==> src/cdo_pkg.sv <==
`timescale 1ns / 1ps
package cdo_pkg;

   localparam logic [1:0] OP_LOAD = 2'd0;
   localparam logic [1:0] OP_ADD  = 2'd1;
   localparam logic [1:0] OP_SUB  = 2'd2;

   localparam logic [13:0] YEAR_MIN = 14'd1;
   localparam logic [13:0] YEAR_MAX = 14'd9999;

   localparam logic [3:0] MONTH_JAN = 4'd1;
   localparam logic [3:0] MONTH_FEB = 4'd2;
   localparam logic [3:0] MONTH_DEC = 4'd12;

   localparam logic [4:0] MonthLen [13] = '{
      5'd0, 5'd31, 5'd28, 5'd31, 5'd30, 5'd31, 5'd30,
      5'd31, 5'd31, 5'd30, 5'd31, 5'd30, 5'd31
   };

   // reciprocal of 25 scaled by 2^22, exact for x below 7989
   localparam int unsigned RecipShift = 22;
   localparam logic [17:0] Recip25 = 18'd167773;

   typedef struct packed {
      logic [1:0]  op;
      logic [13:0] year;
      logic [3:0]  month;
      logic [4:0]  day;
      logic [15:0] count;
   } walk_req_type;

   typedef struct packed {
      logic [13:0] year;
      logic [3:0]  month;
      logic [4:0]  day;
      logic        err;
   } walk_rsp_type;

   function automatic logic div_by_25(input logic [11:0] x);
      logic [29:0] prod;
      logic [7:0]  q;
      logic [12:0] back;
      prod = 30'(x) * 30'(Recip25);
      q    = prod[29:RecipShift];
      back = 13'(q) * 13'(25);
      return back == {1'b0, x};
   endfunction

   function automatic logic is_leap(input logic [13:0] y);
      logic m4;
      logic m100;
      logic m400;
      m4   = (y[1:0] == 2'd0);
      m100 = m4 && div_by_25(y[13:2]);
      m400 = (y[3:0] == 4'd0) && div_by_25({2'b0, y[13:4]});
      return (m4 && !m100) || m400;
   endfunction

   function automatic logic [4:0] month_length(input logic [13:0] y, input logic [3:0] m);
      logic [4:0] n;
      n = 5'd0;
      if (m >= MONTH_JAN && m <= MONTH_DEC) begin
         n = MonthLen[m];
         if (m == MONTH_FEB && is_leap(y)) begin
            n = n + 5'd1;
         end
      end
      return n;
   endfunction

endpackage

==> src/cdo_walk.sv <==
`timescale 1ns / 1ps
module cdo_walk (
   input  logic                  clock,
   input  logic                  reset,
   input  logic                  start_valid,
   output logic                  start_ready,
   input  cdo_pkg::walk_req_type start_req,
   input  logic [13:0]           cur_year,
   input  logic [3:0]            cur_month,
   input  logic [4:0]            cur_day,
   output logic                  done_valid,
   input  logic                  done_ready,
   output cdo_pkg::walk_rsp_type done_rsp
);

   localparam logic [1:0] ST_IDLE = 2'd0;
   localparam logic [1:0] ST_RUN  = 2'd1;
   localparam logic [1:0] ST_DONE = 2'd2;

   logic [1:0]         state_ff, state_in;
   logic [1:0]         op_ff, op_in;
   logic [13:0]        y_ff, y_in;
   logic [3:0]         m_ff, m_in;
   logic signed [17:0] d_ff, d_in;
   logic               err_ff, err_in;

   logic [4:0] mlen_cur;
   logic [4:0] mlen_prev;
   logic       load_bad;

   // lengths of the running month and of the month before it, and whether a loaded date is invalid
   always_comb begin
      mlen_cur  = cdo_pkg::month_length(y_ff, m_ff);
      mlen_prev = (m_ff == cdo_pkg::MONTH_JAN) ?
                  cdo_pkg::month_length(y_ff, cdo_pkg::MONTH_DEC) :
                  cdo_pkg::month_length(y_ff, m_ff - 4'd1);
      load_bad  = (y_ff < cdo_pkg::YEAR_MIN) || (y_ff > cdo_pkg::YEAR_MAX) ||
                  (mlen_cur == 5'd0) || (d_ff < 18'sd1) ||
                  (d_ff > $signed({13'b0, mlen_cur}));
   end

   always_comb begin
      state_in = state_ff;
      op_in    = op_ff;
      y_in     = y_ff;
      m_in     = m_ff;
      d_in     = d_ff;
      err_in   = err_ff;
      unique case (state_ff)
         ST_IDLE: begin
            if (start_valid) begin
               state_in = ST_RUN;
               op_in    = start_req.op;
               err_in   = 1'b0;
               if (start_req.op == cdo_pkg::OP_LOAD) begin
                  y_in = start_req.year;
                  m_in = start_req.month;
                  d_in = $signed({13'b0, start_req.day});
               end else begin
                  y_in = cur_year;
                  m_in = cur_month;
                  if (start_req.op == cdo_pkg::OP_ADD) begin
                     d_in = $signed(18'({13'b0, cur_day}) + 18'({2'b0, start_req.count}));
                  end else begin
                     d_in = $signed(18'({13'b0, cur_day}) - 18'({2'b0, start_req.count}));
                  end
               end
            end
         end
         ST_RUN: begin
            unique case (op_ff)
               cdo_pkg::OP_LOAD: begin
                  err_in   = load_bad;
                  state_in = ST_DONE;
               end
               cdo_pkg::OP_ADD: begin
                  if (d_ff > $signed({13'b0, mlen_cur})) begin
                     d_in = d_ff - $signed({13'b0, mlen_cur});
                     if (m_ff == cdo_pkg::MONTH_DEC) begin
                        m_in = cdo_pkg::MONTH_JAN;
                        y_in = y_ff + 14'd1;
                        if (y_ff >= cdo_pkg::YEAR_MAX) begin
                           err_in   = 1'b1;
                           state_in = ST_DONE;
                        end
                     end else begin
                        m_in = m_ff + 4'd1;
                     end
                  end else begin
                     state_in = ST_DONE;
                  end
               end
               cdo_pkg::OP_SUB: begin
                  if (d_ff <= 18'sd0) begin
                     d_in = d_ff + $signed({13'b0, mlen_prev});
                     if (m_ff == cdo_pkg::MONTH_JAN) begin
                        m_in = cdo_pkg::MONTH_DEC;
                        if (y_ff <= cdo_pkg::YEAR_MIN) begin
                           err_in   = 1'b1;
                           state_in = ST_DONE;
                        end else begin
                           y_in = y_ff - 14'd1;
                        end
                     end else begin
                        m_in = m_ff - 4'd1;
                     end
                  end else begin
                     state_in = ST_DONE;
                  end
               end
               default: begin
                  err_in   = 1'b1;
                  state_in = ST_DONE;
               end
            endcase
         end
         ST_DONE: begin
            if (done_ready) begin
               state_in = ST_IDLE;
            end
         end
         default: begin
            state_in = ST_IDLE;
         end
      endcase
   end

   always_ff @(posedge clock) begin
      if (reset) begin
         state_ff <= ST_IDLE;
         err_ff   <= 1'b0;
      end else begin
         state_ff <= state_in;
         err_ff   <= err_in;
      end
      op_ff <= op_in;
      y_ff  <= y_in;
      m_ff  <= m_in;
      d_ff  <= d_in;
   end

   assign start_ready    = (state_ff == ST_IDLE);
   assign done_valid     = (state_ff == ST_DONE);
   assign done_rsp.year  = y_ff;
   assign done_rsp.month = m_ff;
   assign done_rsp.day   = d_ff[4:0];
   assign done_rsp.err   = err_ff;

   a_start_runs: assert property (@(posedge clock) disable iff (reset)
      start_valid && start_ready |=> state_ff == ST_RUN)
      else $error("walk did not start after accept");

   a_month_in_range: assert property (@(posedge clock) disable iff (reset)
      state_ff == ST_RUN && op_ff != cdo_pkg::OP_LOAD |->
      m_ff >= cdo_pkg::MONTH_JAN && m_ff <= cdo_pkg::MONTH_DEC)
      else $error("month left range during walk");

   a_day_in_range: assert property (@(posedge clock) disable iff (reset)
      state_ff == ST_DONE && !err_ff |-> d_ff >= 18'sd1 && d_ff <= 18'sd31)
      else $error("finished day out of range");

endmodule

==> src/calendar_date_day_offset.sv <==
`timescale 1ns / 1ps
// a load or an unused opcode passes the walk unit's run and done states, then the output
// register; add and subtract stay in the run state for each month crossed (up to about 2160)
// one item at a time: the walk unit accepts again only once
// its result has moved to the output register, so a waiting result holds the input
// reset (synchronous, active high) sets the held date to 0001-01-01 and empties
// the result register
module calendar_date_day_offset (
   input  logic        clock,
   input  logic        reset,
   input  logic        req_valid,
   output logic        req_ready,
   input  logic [1:0]  req_opcode,
   input  logic [13:0] req_load_year,
   input  logic [3:0]  req_load_month,
   input  logic [4:0]  req_load_day,
   input  logic [15:0] req_day_count,
   output logic        rsp_valid,
   input  logic        rsp_ready,
   output logic [13:0] rsp_out_year,
   output logic [3:0]  rsp_out_month,
   output logic [4:0]  rsp_out_day,
   output logic        rsp_error_flag
);

   // held date
   logic [13:0] cur_year_ff, cur_year_in;
   logic [3:0]  cur_month_ff, cur_month_in;
   logic [4:0]  cur_day_ff, cur_day_in;

   // result register parts the walk from the consumer
   logic        rsp_valid_ff, rsp_valid_in;
   logic [13:0] rsp_year_ff, rsp_year_in;
   logic [3:0]  rsp_month_ff, rsp_month_in;
   logic [4:0]  rsp_day_ff, rsp_day_in;
   logic        rsp_err_ff, rsp_err_in;

   cdo_pkg::walk_req_type walk_req;
   cdo_pkg::walk_rsp_type walk_rsp;
   logic                  walk_done_valid;
   logic                  walk_done_ready;
   logic                  walk_finish;

   assign walk_req.op    = req_opcode;
   assign walk_req.year  = req_load_year;
   assign walk_req.month = req_load_month;
   assign walk_req.day   = req_load_day;
   assign walk_req.count = req_day_count;

   // walk may hand over when the result slot is empty or draining
   assign walk_done_ready = !rsp_valid_ff || rsp_ready;
   assign walk_finish     = walk_done_valid && walk_done_ready;

   cdo_walk u_walk (
      .clock       (clock),
      .reset       (reset),
      .start_valid (req_valid),
      .start_ready (req_ready),
      .start_req   (walk_req),
      .cur_year    (cur_year_ff),
      .cur_month   (cur_month_ff),
      .cur_day     (cur_day_ff),
      .done_valid  (walk_done_valid),
      .done_ready  (walk_done_ready),
      .done_rsp    (walk_rsp)
   );

   always_comb begin
      cur_year_in  = cur_year_ff;
      cur_month_in = cur_month_ff;
      cur_day_in   = cur_day_ff;
      rsp_valid_in = rsp_valid_ff;
      rsp_year_in  = rsp_year_ff;
      rsp_month_in = rsp_month_ff;
      rsp_day_in   = rsp_day_ff;
      rsp_err_in   = rsp_err_ff;
      if (rsp_valid_ff && rsp_ready) begin
         rsp_valid_in = 1'b0;
      end
      if (walk_finish) begin
         rsp_valid_in = 1'b1;
         rsp_err_in   = walk_rsp.err;
         if (walk_rsp.err) begin
            // rejected item: report the date that is kept
            rsp_year_in  = cur_year_ff;
            rsp_month_in = cur_month_ff;
            rsp_day_in   = cur_day_ff;
         end else begin
            cur_year_in  = walk_rsp.year;
            cur_month_in = walk_rsp.month;
            cur_day_in   = walk_rsp.day;
            rsp_year_in  = walk_rsp.year;
            rsp_month_in = walk_rsp.month;
            rsp_day_in   = walk_rsp.day;
         end
      end
   end

   always_ff @(posedge clock) begin
      if (reset) begin
         cur_year_ff  <= cdo_pkg::YEAR_MIN;
         cur_month_ff <= cdo_pkg::MONTH_JAN;
         cur_day_ff   <= 5'd1;
         rsp_valid_ff <= 1'b0;
      end else begin
         cur_year_ff  <= cur_year_in;
         cur_month_ff <= cur_month_in;
         cur_day_ff   <= cur_day_in;
         rsp_valid_ff <= rsp_valid_in;
      end
      rsp_year_ff  <= rsp_year_in;
      rsp_month_ff <= rsp_month_in;
      rsp_day_ff   <= rsp_day_in;
      rsp_err_ff   <= rsp_err_in;
   end

   assign rsp_valid      = rsp_valid_ff;
   assign rsp_out_year   = rsp_year_ff;
   assign rsp_out_month  = rsp_month_ff;
   assign rsp_out_day    = rsp_day_ff;
   assign rsp_error_flag = rsp_err_ff;

   // held date always stays a real calendar month
   a_held_month: assert property (@(posedge clock) disable iff (reset)
      cur_month_ff >= cdo_pkg::MONTH_JAN && cur_month_ff <= cdo_pkg::MONTH_DEC)
      else $error("held month out of range");

   // a rejected item never moves the held date (the check covers year and day)
   a_err_keeps_date: assert property (@(posedge clock) disable iff (reset)
      walk_finish && walk_rsp.err |=> $stable(cur_year_ff) && $stable(cur_day_ff))
      else $error("held date changed on rejected item");

   // a result never overwrites one still waiting
   a_no_overrun: assert property (@(posedge clock) disable iff (reset)
      rsp_valid_ff && !rsp_ready |-> !walk_finish)
      else $error("result register overrun");

endmodule
==> config.mk <==
export PLATFORM = sky130hd
export DESIGN_NAME = calendar_date_day_offset
export DESIGN_NICKNAME = d
export VERILOG_FILES = /design/src/cdo_pkg.sv /design/src/cdo_walk.sv /design/src/calendar_date_day_offset.sv
export SDC_FILE = /design/constraint.sdc
export NUM_CORES = 1
export LEC_CHECK = 0
export BUFFER_PORTS_ARGS = -buffer_cell sky130_fd_sc_hd__buf_2
export CAP_MARGIN = 10
export CORE_ASPECT_RATIO = 1.4
export CORE_MARGIN = 3
export CORE_UTILIZATION = 50
export DETAILED_ROUTE_END_ITERATION = 16
export PLACE_DENSITY_LB_ADDON = 0.3
export SYNTH_ARGS = -nofsm -noshare
export SYNTH_HDL_FRONTEND = slang
export SYNTH_HIERARCHICAL = 1
export SYNTH_SLANG_ARGS = --single-unit
==> constraint.sdc <==
create_clock -name clock -period 23.5 [get_ports clock]
set_clock_uncertainty 0.2 [all_clocks]
set_input_delay 4.7 -clock clock [delete_from_list [all_inputs] [get_ports clock]]
set_output_delay 4.7 -clock clock [all_outputs]
set_load 0.02 [all_outputs]
==> results.md, run 1 <==
* Hold Crit Depth at 1
* First-pass GRT wire length at 54000 microns
* Sequential cell area at 2400 sq um
* RD Place Congestion at 0.954
* Number of synthesized flops with an enable pin at 62
* Commonest cells in the netlist: inv_1, ha_1, fa_1
* Antenna cells at 0
* Most common cell in the netlist: inv_1
* Post-CTS Setup Inserts at 0
* Min cycle time layout at 13.31 ns
* Max cap viols at 0
* Largest family of logic cells by synthesized area: adder cells
* CP endpoint kind: flop
* Setup Viol. Count Final at 0
* Hold Path Origin: cur_year_ff[2]
* Final core occ at 0.550
* Clock Tree Buf Depth at 2
* Largest net degree at the start of global routing at 36
* Area leader, netlist: ha_1
* P&R area growth vs syn at 6.87%
* H-tree depth at 3
* Hold crit path type: reg -> reg
* Worst slew pin tran at 1.13 ns
* WP depth at 45
* Yosys warns at 6
* Clock Pin Slew Worst Setup and Hold Paths at 0.07 ns
* Post-cts resize count at 0
* Vias in the first global route at 10600
* Die area at 27700 sq um
* GRT Residual Overflow at 0
* CP max stage cell: o31a_1
* Initial antenna violation count at 0
* CORE AREA at 25000 sq um
* Initial drt markers at 419
* Most used DFF post-synth: edfxtp_1
* FFs w/ async S/R, synth at 0
* Final Hold Viols at 0
* Antenna Nets Post-Route at 0
* Area of the multi-input gates at 9450 sq um
* XOR/XNOR Fraction of Synth Area at 0.0578
* Slew Viols, Final at 0
* Post-Syn Nets at 1730
* Simple logic cell fraction of the synthesized area at 0.112
* TritonCTS Buffers at 9
* Clk root buf: clkbuf_16
* Unique masters post-synth at 79
* Number of vias per cell at 5.87
* Horiz. Die Dim at 142 microns
* Io pins at 71
* Share of the synthesized area in the top cell type at 0.204
* Tot GR Track Use at 0.242
* PortBufs at 70
* Final period util at 0.566
* Avg WL per Cell at 19.2 microns
* Later-pin clock latency in the skew report at 0.35 ns
* Clock Sinks at 89
* Hold_buf cts at 0
* Ranking of synthesized cells by area: ha_1, fa_1, edfxtp_1
* RSZ-0062 raised after global routing: false
* CP peak stage delay at 0.84 ns
* Kind of critical path: reg -> reg
* Post-Synthesis Cells at 1379
* Register bit count reported by yosys at 89
* Worst reg2reg startpoint: u_walk/y_ff[12]
* Post-synthesis compound-gate area fraction at 0.164
* CP max FO at 23
* CTS tree: done
* Starting Density at 0.515
* Crit-path most repeated cell: inv_1
* Nets at 1771
* Drt drc at 0
* Wirelength, routed at 33500 microns
* Post-Syn Area at 12900 sq um
* Post-synthesis mux area share at 0.0466
* Post-synthesis sequential area ratio at 0.187
* Startpoint class of the critical path: flop
* Die Height at 196 microns
* Critical Path AT at 13.08 ns
* Synth Area in Adders at 0.353
* Max-Slew Margin vs Limit at 0.247
* DR vias at 10200
* Share of cells above drive strength 1 at 0.0968
* Reg2Reg Depth at 45
* Std cell rows at 68
* Synthesized area per cell at 9.34 sq um
* WP data required at 23.27 ns
* Post-Route Setup TNS at 0 ns
* FMAX at 0.0751 GHz
* Cell family with most CP delay: adder cells
* Status: finished clean
* HPWL after DPL at 27800 microns
* DR pass1 iterations at 5
* WP buf/inv at 7
* Crit path from: u_walk/y_ff[12]
* Fillers at 2296
[flip-flops by register name, indices dropped and copies added (netlist names), 4 cells and up]
register,flops
cur_day_ff,5
cur_month_ff,4
cur_year_ff,14
rsp_out_day,5
rsp_out_month,4
rsp_out_year,14
u_walk/d_ff,18
u_walk/m_ff,4
u_walk/y_ff,14
[placed cells by master, fill, tap and decap left out, drive strengths merged, types with 8 or more instances in the layout]
master,instances
fa,96
nor2,52
nand3,25
o21ai,79
dfxtp,27
a211oi,8
a31oi,9
and3,17
a21o,18
mux2i,24
o22ai,14
nor4,10
o21bai,10
nand4,9
edfxtp,62
xor2,27
a21oi,72
nand2b,8
mux2,25
xnor2,58
and2,12
o211ai,16
nor2b,24
nand2,78
buf,78
nor3,17
a32o,20
inv,216
ha,210
clkbuf,9
[per-layer routing]
metal | share of wire | track usage | up-vias
met5 | 0 | 0 | -
met4 | 0.043 | 0.0992 | 0
met3 | 0.029 | 0.0198 | 86
met2 | 0.54 | 0.456 | 241
met1 | 0.39 | 0.278 | 4966
li1 | - | - | 4921
[cells by family (layout without fill, tap and decap cells)]
| kind of cell | after synthesis | in the layout |
|---|---|---|
| adder cells (fa/ha/maj) | 306 | 306 |
| multiplexers | 49 | 49 |
| flip-flops | 89 | 89 |
| buffers and inverters | 261 | 307 |
| XOR/XNOR | 85 | 85 |
| AO/OA/AOI/OAI | 309 | 309 |
| AND/OR/NAND/NOR | 280 | 280 |
[final timing paths]
kind / endpoint / slack [ns]
max: u_walk/y_ff[1] / 10.19
min: cur_year_ff[2] / 0.29
max reg2reg: u_walk/y_ff[1] / 10.19
min reg2reg: cur_year_ff[2] / 0.29
[stage by stage]
stage               hold slack (ns)  setup WS, ns  instance area [sq um]  std cells
finish                        0.287         10.19                  13800       1740
floorplan                     0.251         11.87                  12900       1379
global route                  0.309          9.39                  13800       1740
detailed placement            0.273         10.25                  13500       1724
global placement              0.265         10.50                  13500       1724
CTS                           0.289         10.21                  13800       1740
[layout make-up]
cell class	count	share of cell area
repair buffers	78	0.0298
inverters	213	0.0581
well taps	315	0.0286
multi-input cells	1029	0.686
flip-flops and latches	89	0.175
clock buffers	9	0.0164
clock inverters	7	0.00609
Power of run 1 is not shown: default switching activity piles up to over one toggle a cycle in this logic, so the estimate is an artifact.
==> run 2, diff against run 1 <==
--- a/config.mk
+++ b/config.mk
@@ -5,6 +5,7 @@
 export SDC_FILE = /design/constraint.sdc
 export NUM_CORES = 1
 export LEC_CHECK = 0
+export ABC_AREA = 1
 export BUFFER_PORTS_ARGS = -buffer_cell sky130_fd_sc_hd__buf_2
 export CAP_MARGIN = 10
 export CORE_ASPECT_RATIO = 1.4
==> constraint.sdc (replaced) <==
create_clock -name clock -period 10.74 [get_ports clock]
set_clock_uncertainty 0.2 [all_clocks]
set_input_delay 2.148 -clock clock [delete_from_list [all_inputs] [get_ports clock]]
set_output_delay 2.148 -clock clock [all_outputs]
set_load 0.02 [all_outputs]
==> results.md, run 2 <==
* CP endpoint kind: flop
* Number of flip-flops in the largest register at 18 (unchanged)
* Wirelength, routed at 39600 microns (+18%)
* Yosys warns at 6 (unchanged)
* Drt drc at 0 (unchanged)
* Die area at 29400 sq um (+5.9%)
* Post-synthesis sequential area ratio at 0.176 (-0.0108)
* Crit-path most repeated cell: inv_1
* Io pins at 71 (unchanged)
* Clock Pin Slew Worst Setup and Hold Paths at 0.07 ns (about the same)
* TritonCTS Buffers at 9 (unchanged)
* Final Hold Viols at 0 (unchanged)
* Critical R2R Capture: u_walk/d_ff[15]
* Largest net degree at the start of global routing at 68 (+89%)
* Die Height at 202 microns (+2.9%)
* Commonest cells in the netlist: nand2_1, inv_1, ha_1
* DR pass1 iterations at 5 (unchanged)
* Startpoint class of the critical path: flop
* Fillers at 2506 (+9.1%)
* Ranking of synthesized cells by area: ha_1, fa_1, edfxtp_1
* Worst reg2reg startpoint: u_walk/y_ff[12]
* Synthesized area per cell at 7.13 sq um (-24%)
* Area leader, netlist: ha_1
* Hold Crit Depth at 2 (+1)
* Number of vias per cell at 5.27 (-10%)
* PnR worst setup slack at 0.406 ns (-9.78 ns)
* CP max FO at 6 (-74%)
* Commonest non-fill, non-tap cell in the layout: nand2_1
* Vias in the first global route at 12900 (+22%)
* Antenna cells at 0 (unchanged)
* Hold Path Origin: cur_month_ff[0]
* Post-Synthesis Cells at 1917 (+39%)
* Initial drt markers at 712 (+70%)
* Share of the synthesized area in the top cell type at 0.192 (-0.0118)
* End of the worst hold path: cur_month_ff[0]
* Top reg by flops: u_walk/d_ff
* Min cycle time layout at 10.33 ns (-2.98 ns)
* PortBufs at 70 (unchanged)
* Final period util at 0.962 (+0.396)
* GRT Residual Overflow at 0 (unchanged)
* WP data required at 10.64 ns (-12.63 ns)
* CP max stage cell: fa_2
* Share of cells above drive strength 1 at 0.110 (+0.0135)
* Unique masters post-synth at 53 (-33%)
* H-tree depth at 3 (unchanged)
* Post-Syn Area at 13700 sq um (+6.1%)
* Critical Path AT at 10.23 ns (-2.85 ns)
* CTS tree: done
* Worst slew pin tran at 1.01 ns (-0.123 ns)
* FFs w/ async S/R, synth at 0 (unchanged)
* Initial antenna violation count at 0 (unchanged)
* Clk root buf: clkbuf_16
* Hold_buf cts at 0 (unchanged)
* Horiz. Die Dim at 146 microns (+2.9%)
* Setup Viol. Count Final at 0 (unchanged)
* Reg2reg setup slack at 0.41 ns (-9.78 ns)
* Nets at 2376 (+34%)
* Slew Viols, Final at 0 (unchanged)
* Std cell rows at 71 (+4.4%)
* HPWL after DPL at 32700 microns (+18%)
* Place WS at -0.0554 ns (-10.31 ns)
* Number of synthesized flops with an enable pin at 62 (unchanged)
* Status: finished clean
* Max-Slew Margin vs Limit at 0.328 (+0.0811)
* Register bit count reported by yosys at 89 (unchanged)
* Reg2Reg Depth at 53 (+18%)
* Post-Syn Nets at 2268 (+31%)
* Tot GR Track Use at 0.266 (+0.0237)
* DR vias at 12600 (+24%)
* Most frequent cells in the layout: nand2_1, inv_1, ha_1
* CORE AREA at 26900 sq um (+7.6%)
* First-pass GRT wire length at 62800 microns (+16%)
* Later-pin clock latency in the skew report at 0.36 ns (about the same)
* Most common cell in the netlist: nand2_1
* Kind of critical path: reg -> reg
* RD Place Congestion at 0.962 (+0.78%)
* Max cap viols at 0 (unchanged)
* Starting Density at 0.508 (-0.00711)
* Hold crit path type: reg -> reg
* Antenna Nets Post-Route at 0 (unchanged)
* P&R area growth vs syn at 12.6%
* Avg WL per Cell at 16.5 microns (-14%)
* Clock Sinks at 89 (unchanged)
* FMAX at 0.0968 GHz (+29%)
* Most used DFF post-synth: edfxtp_1
* Clock Tree Buf Depth at 2 (unchanged)
* CP peak stage delay at 0.60 ns (-0.24 ns)
run 2: changes by cell type in the layout (fill, tap and decap cells not counted), sizes merged, moves of 20 or more:
cell and delta:
nor2b -24, inv +214, xnor2 -48, a32o -20, nand2 +356, o21ai +34, mux2i -24, buf +55
mux2 -25, nand3 +50, nor2 +145
run 2: worst max-delay path by stage:
| stage | start | to | slack [ns] | cells past startpoint |
|---|---|---|---|---|
| after CTS | u_walk/y_ff[11] | u_walk/d_ff[15] | 0.02 | 54 |
| after detailed placement | u_walk/y_ff[11] | u_walk/d_ff[15] | -0.06 | 54 |
| after global routing | u_walk/y_ff[7] | u_walk/d_ff[15] | -0.26 | 54 |
| after floorplan | u_walk/y_ff[12] | u_walk/y_ff[0] | 0.1 | 51 |
| final | u_walk/y_ff[12] | u_walk/d_ff[15] | 0.41 | 53 |
| after global placement | u_walk/y_ff[11] | u_walk/d_ff[15] | 0.15 | 54 |
run 2: kinds of logic after synthesis:
family	synth area share
flip-flops	0.176
buffers and inverters	0.131
XOR/XNOR	0.0186
AND/OR/NAND/NOR	0.232
adder cells (fa/ha/maj)	0.333
AO/OA/AOI/OAI	0.110
run 2: critical path: cells and delay by family, from the launching register on:
kind / cells / cell delay (ns)
adder cells (fa/ha/maj): 11 / 4.47
AND/OR/NAND/NOR: 19 / 2.13
AO/OA/AOI/OAI: 12 / 1.84
buffers and inverters: 10 / 0.77
flip-flops: 1 / 0.44
XOR/XNOR: 1 / 0.21
run 2: what timing repair did:
item	CTS	global route
endpoints found under the setup margin	9	54
hold endpoints to repair	0	0
buffers inserted	0	13
gates resized for setup	1	67
pin swaps	0	30
run 2: layout make-up:
type,count,area [sq um],share of cell area
Tap cell,365,457,0.0297
Clock inverter,6,73.8,0.00480
Sequential cell,89,2400,0.156
Multi-Input combinational cell,1364,9780,0.635
Inverter,428,1610,0.104
Clock buffer,10,229,0.0149
Timing Repair Buffer,133,847,0.0550
run 2: layer usage:
layer | routed length, microns | track usage | vias to the layer above
li1 | - | - | 6279
met1 | 14700 | 0.285 | 5822
met2 | 20900 | 0.505 | 399
met3 | 1440 | 0.0230 | 131
met4 | 2630 | 0.154 | 0
met5 | 0 | 0 | -
run 2: metrics by stage:
| stage | hold slack, ns | utilization | instances | setup TNS, ns | area, sq um |
|---|---|---|---|---|---|
| after detailed placement | 0.289 | 0.546 | 2366 | -0.0554 | 14700 |
| final | 0.302 | 0.572 | 2395 | 0 | 15400 |
| after global routing | 0.327 | 0.572 | 2395 | -3.94 | 15400 |
| after global placement | 0.286 | 0.546 | 2366 | 0 | 14700 |
| after CTS | 0.303 | 0.557 | 2382 | 0 | 15000 |
| after floorplan | 0.250 | - | 1917 | 0 | 13700 |
Power of run 2 is left out for the same reason.
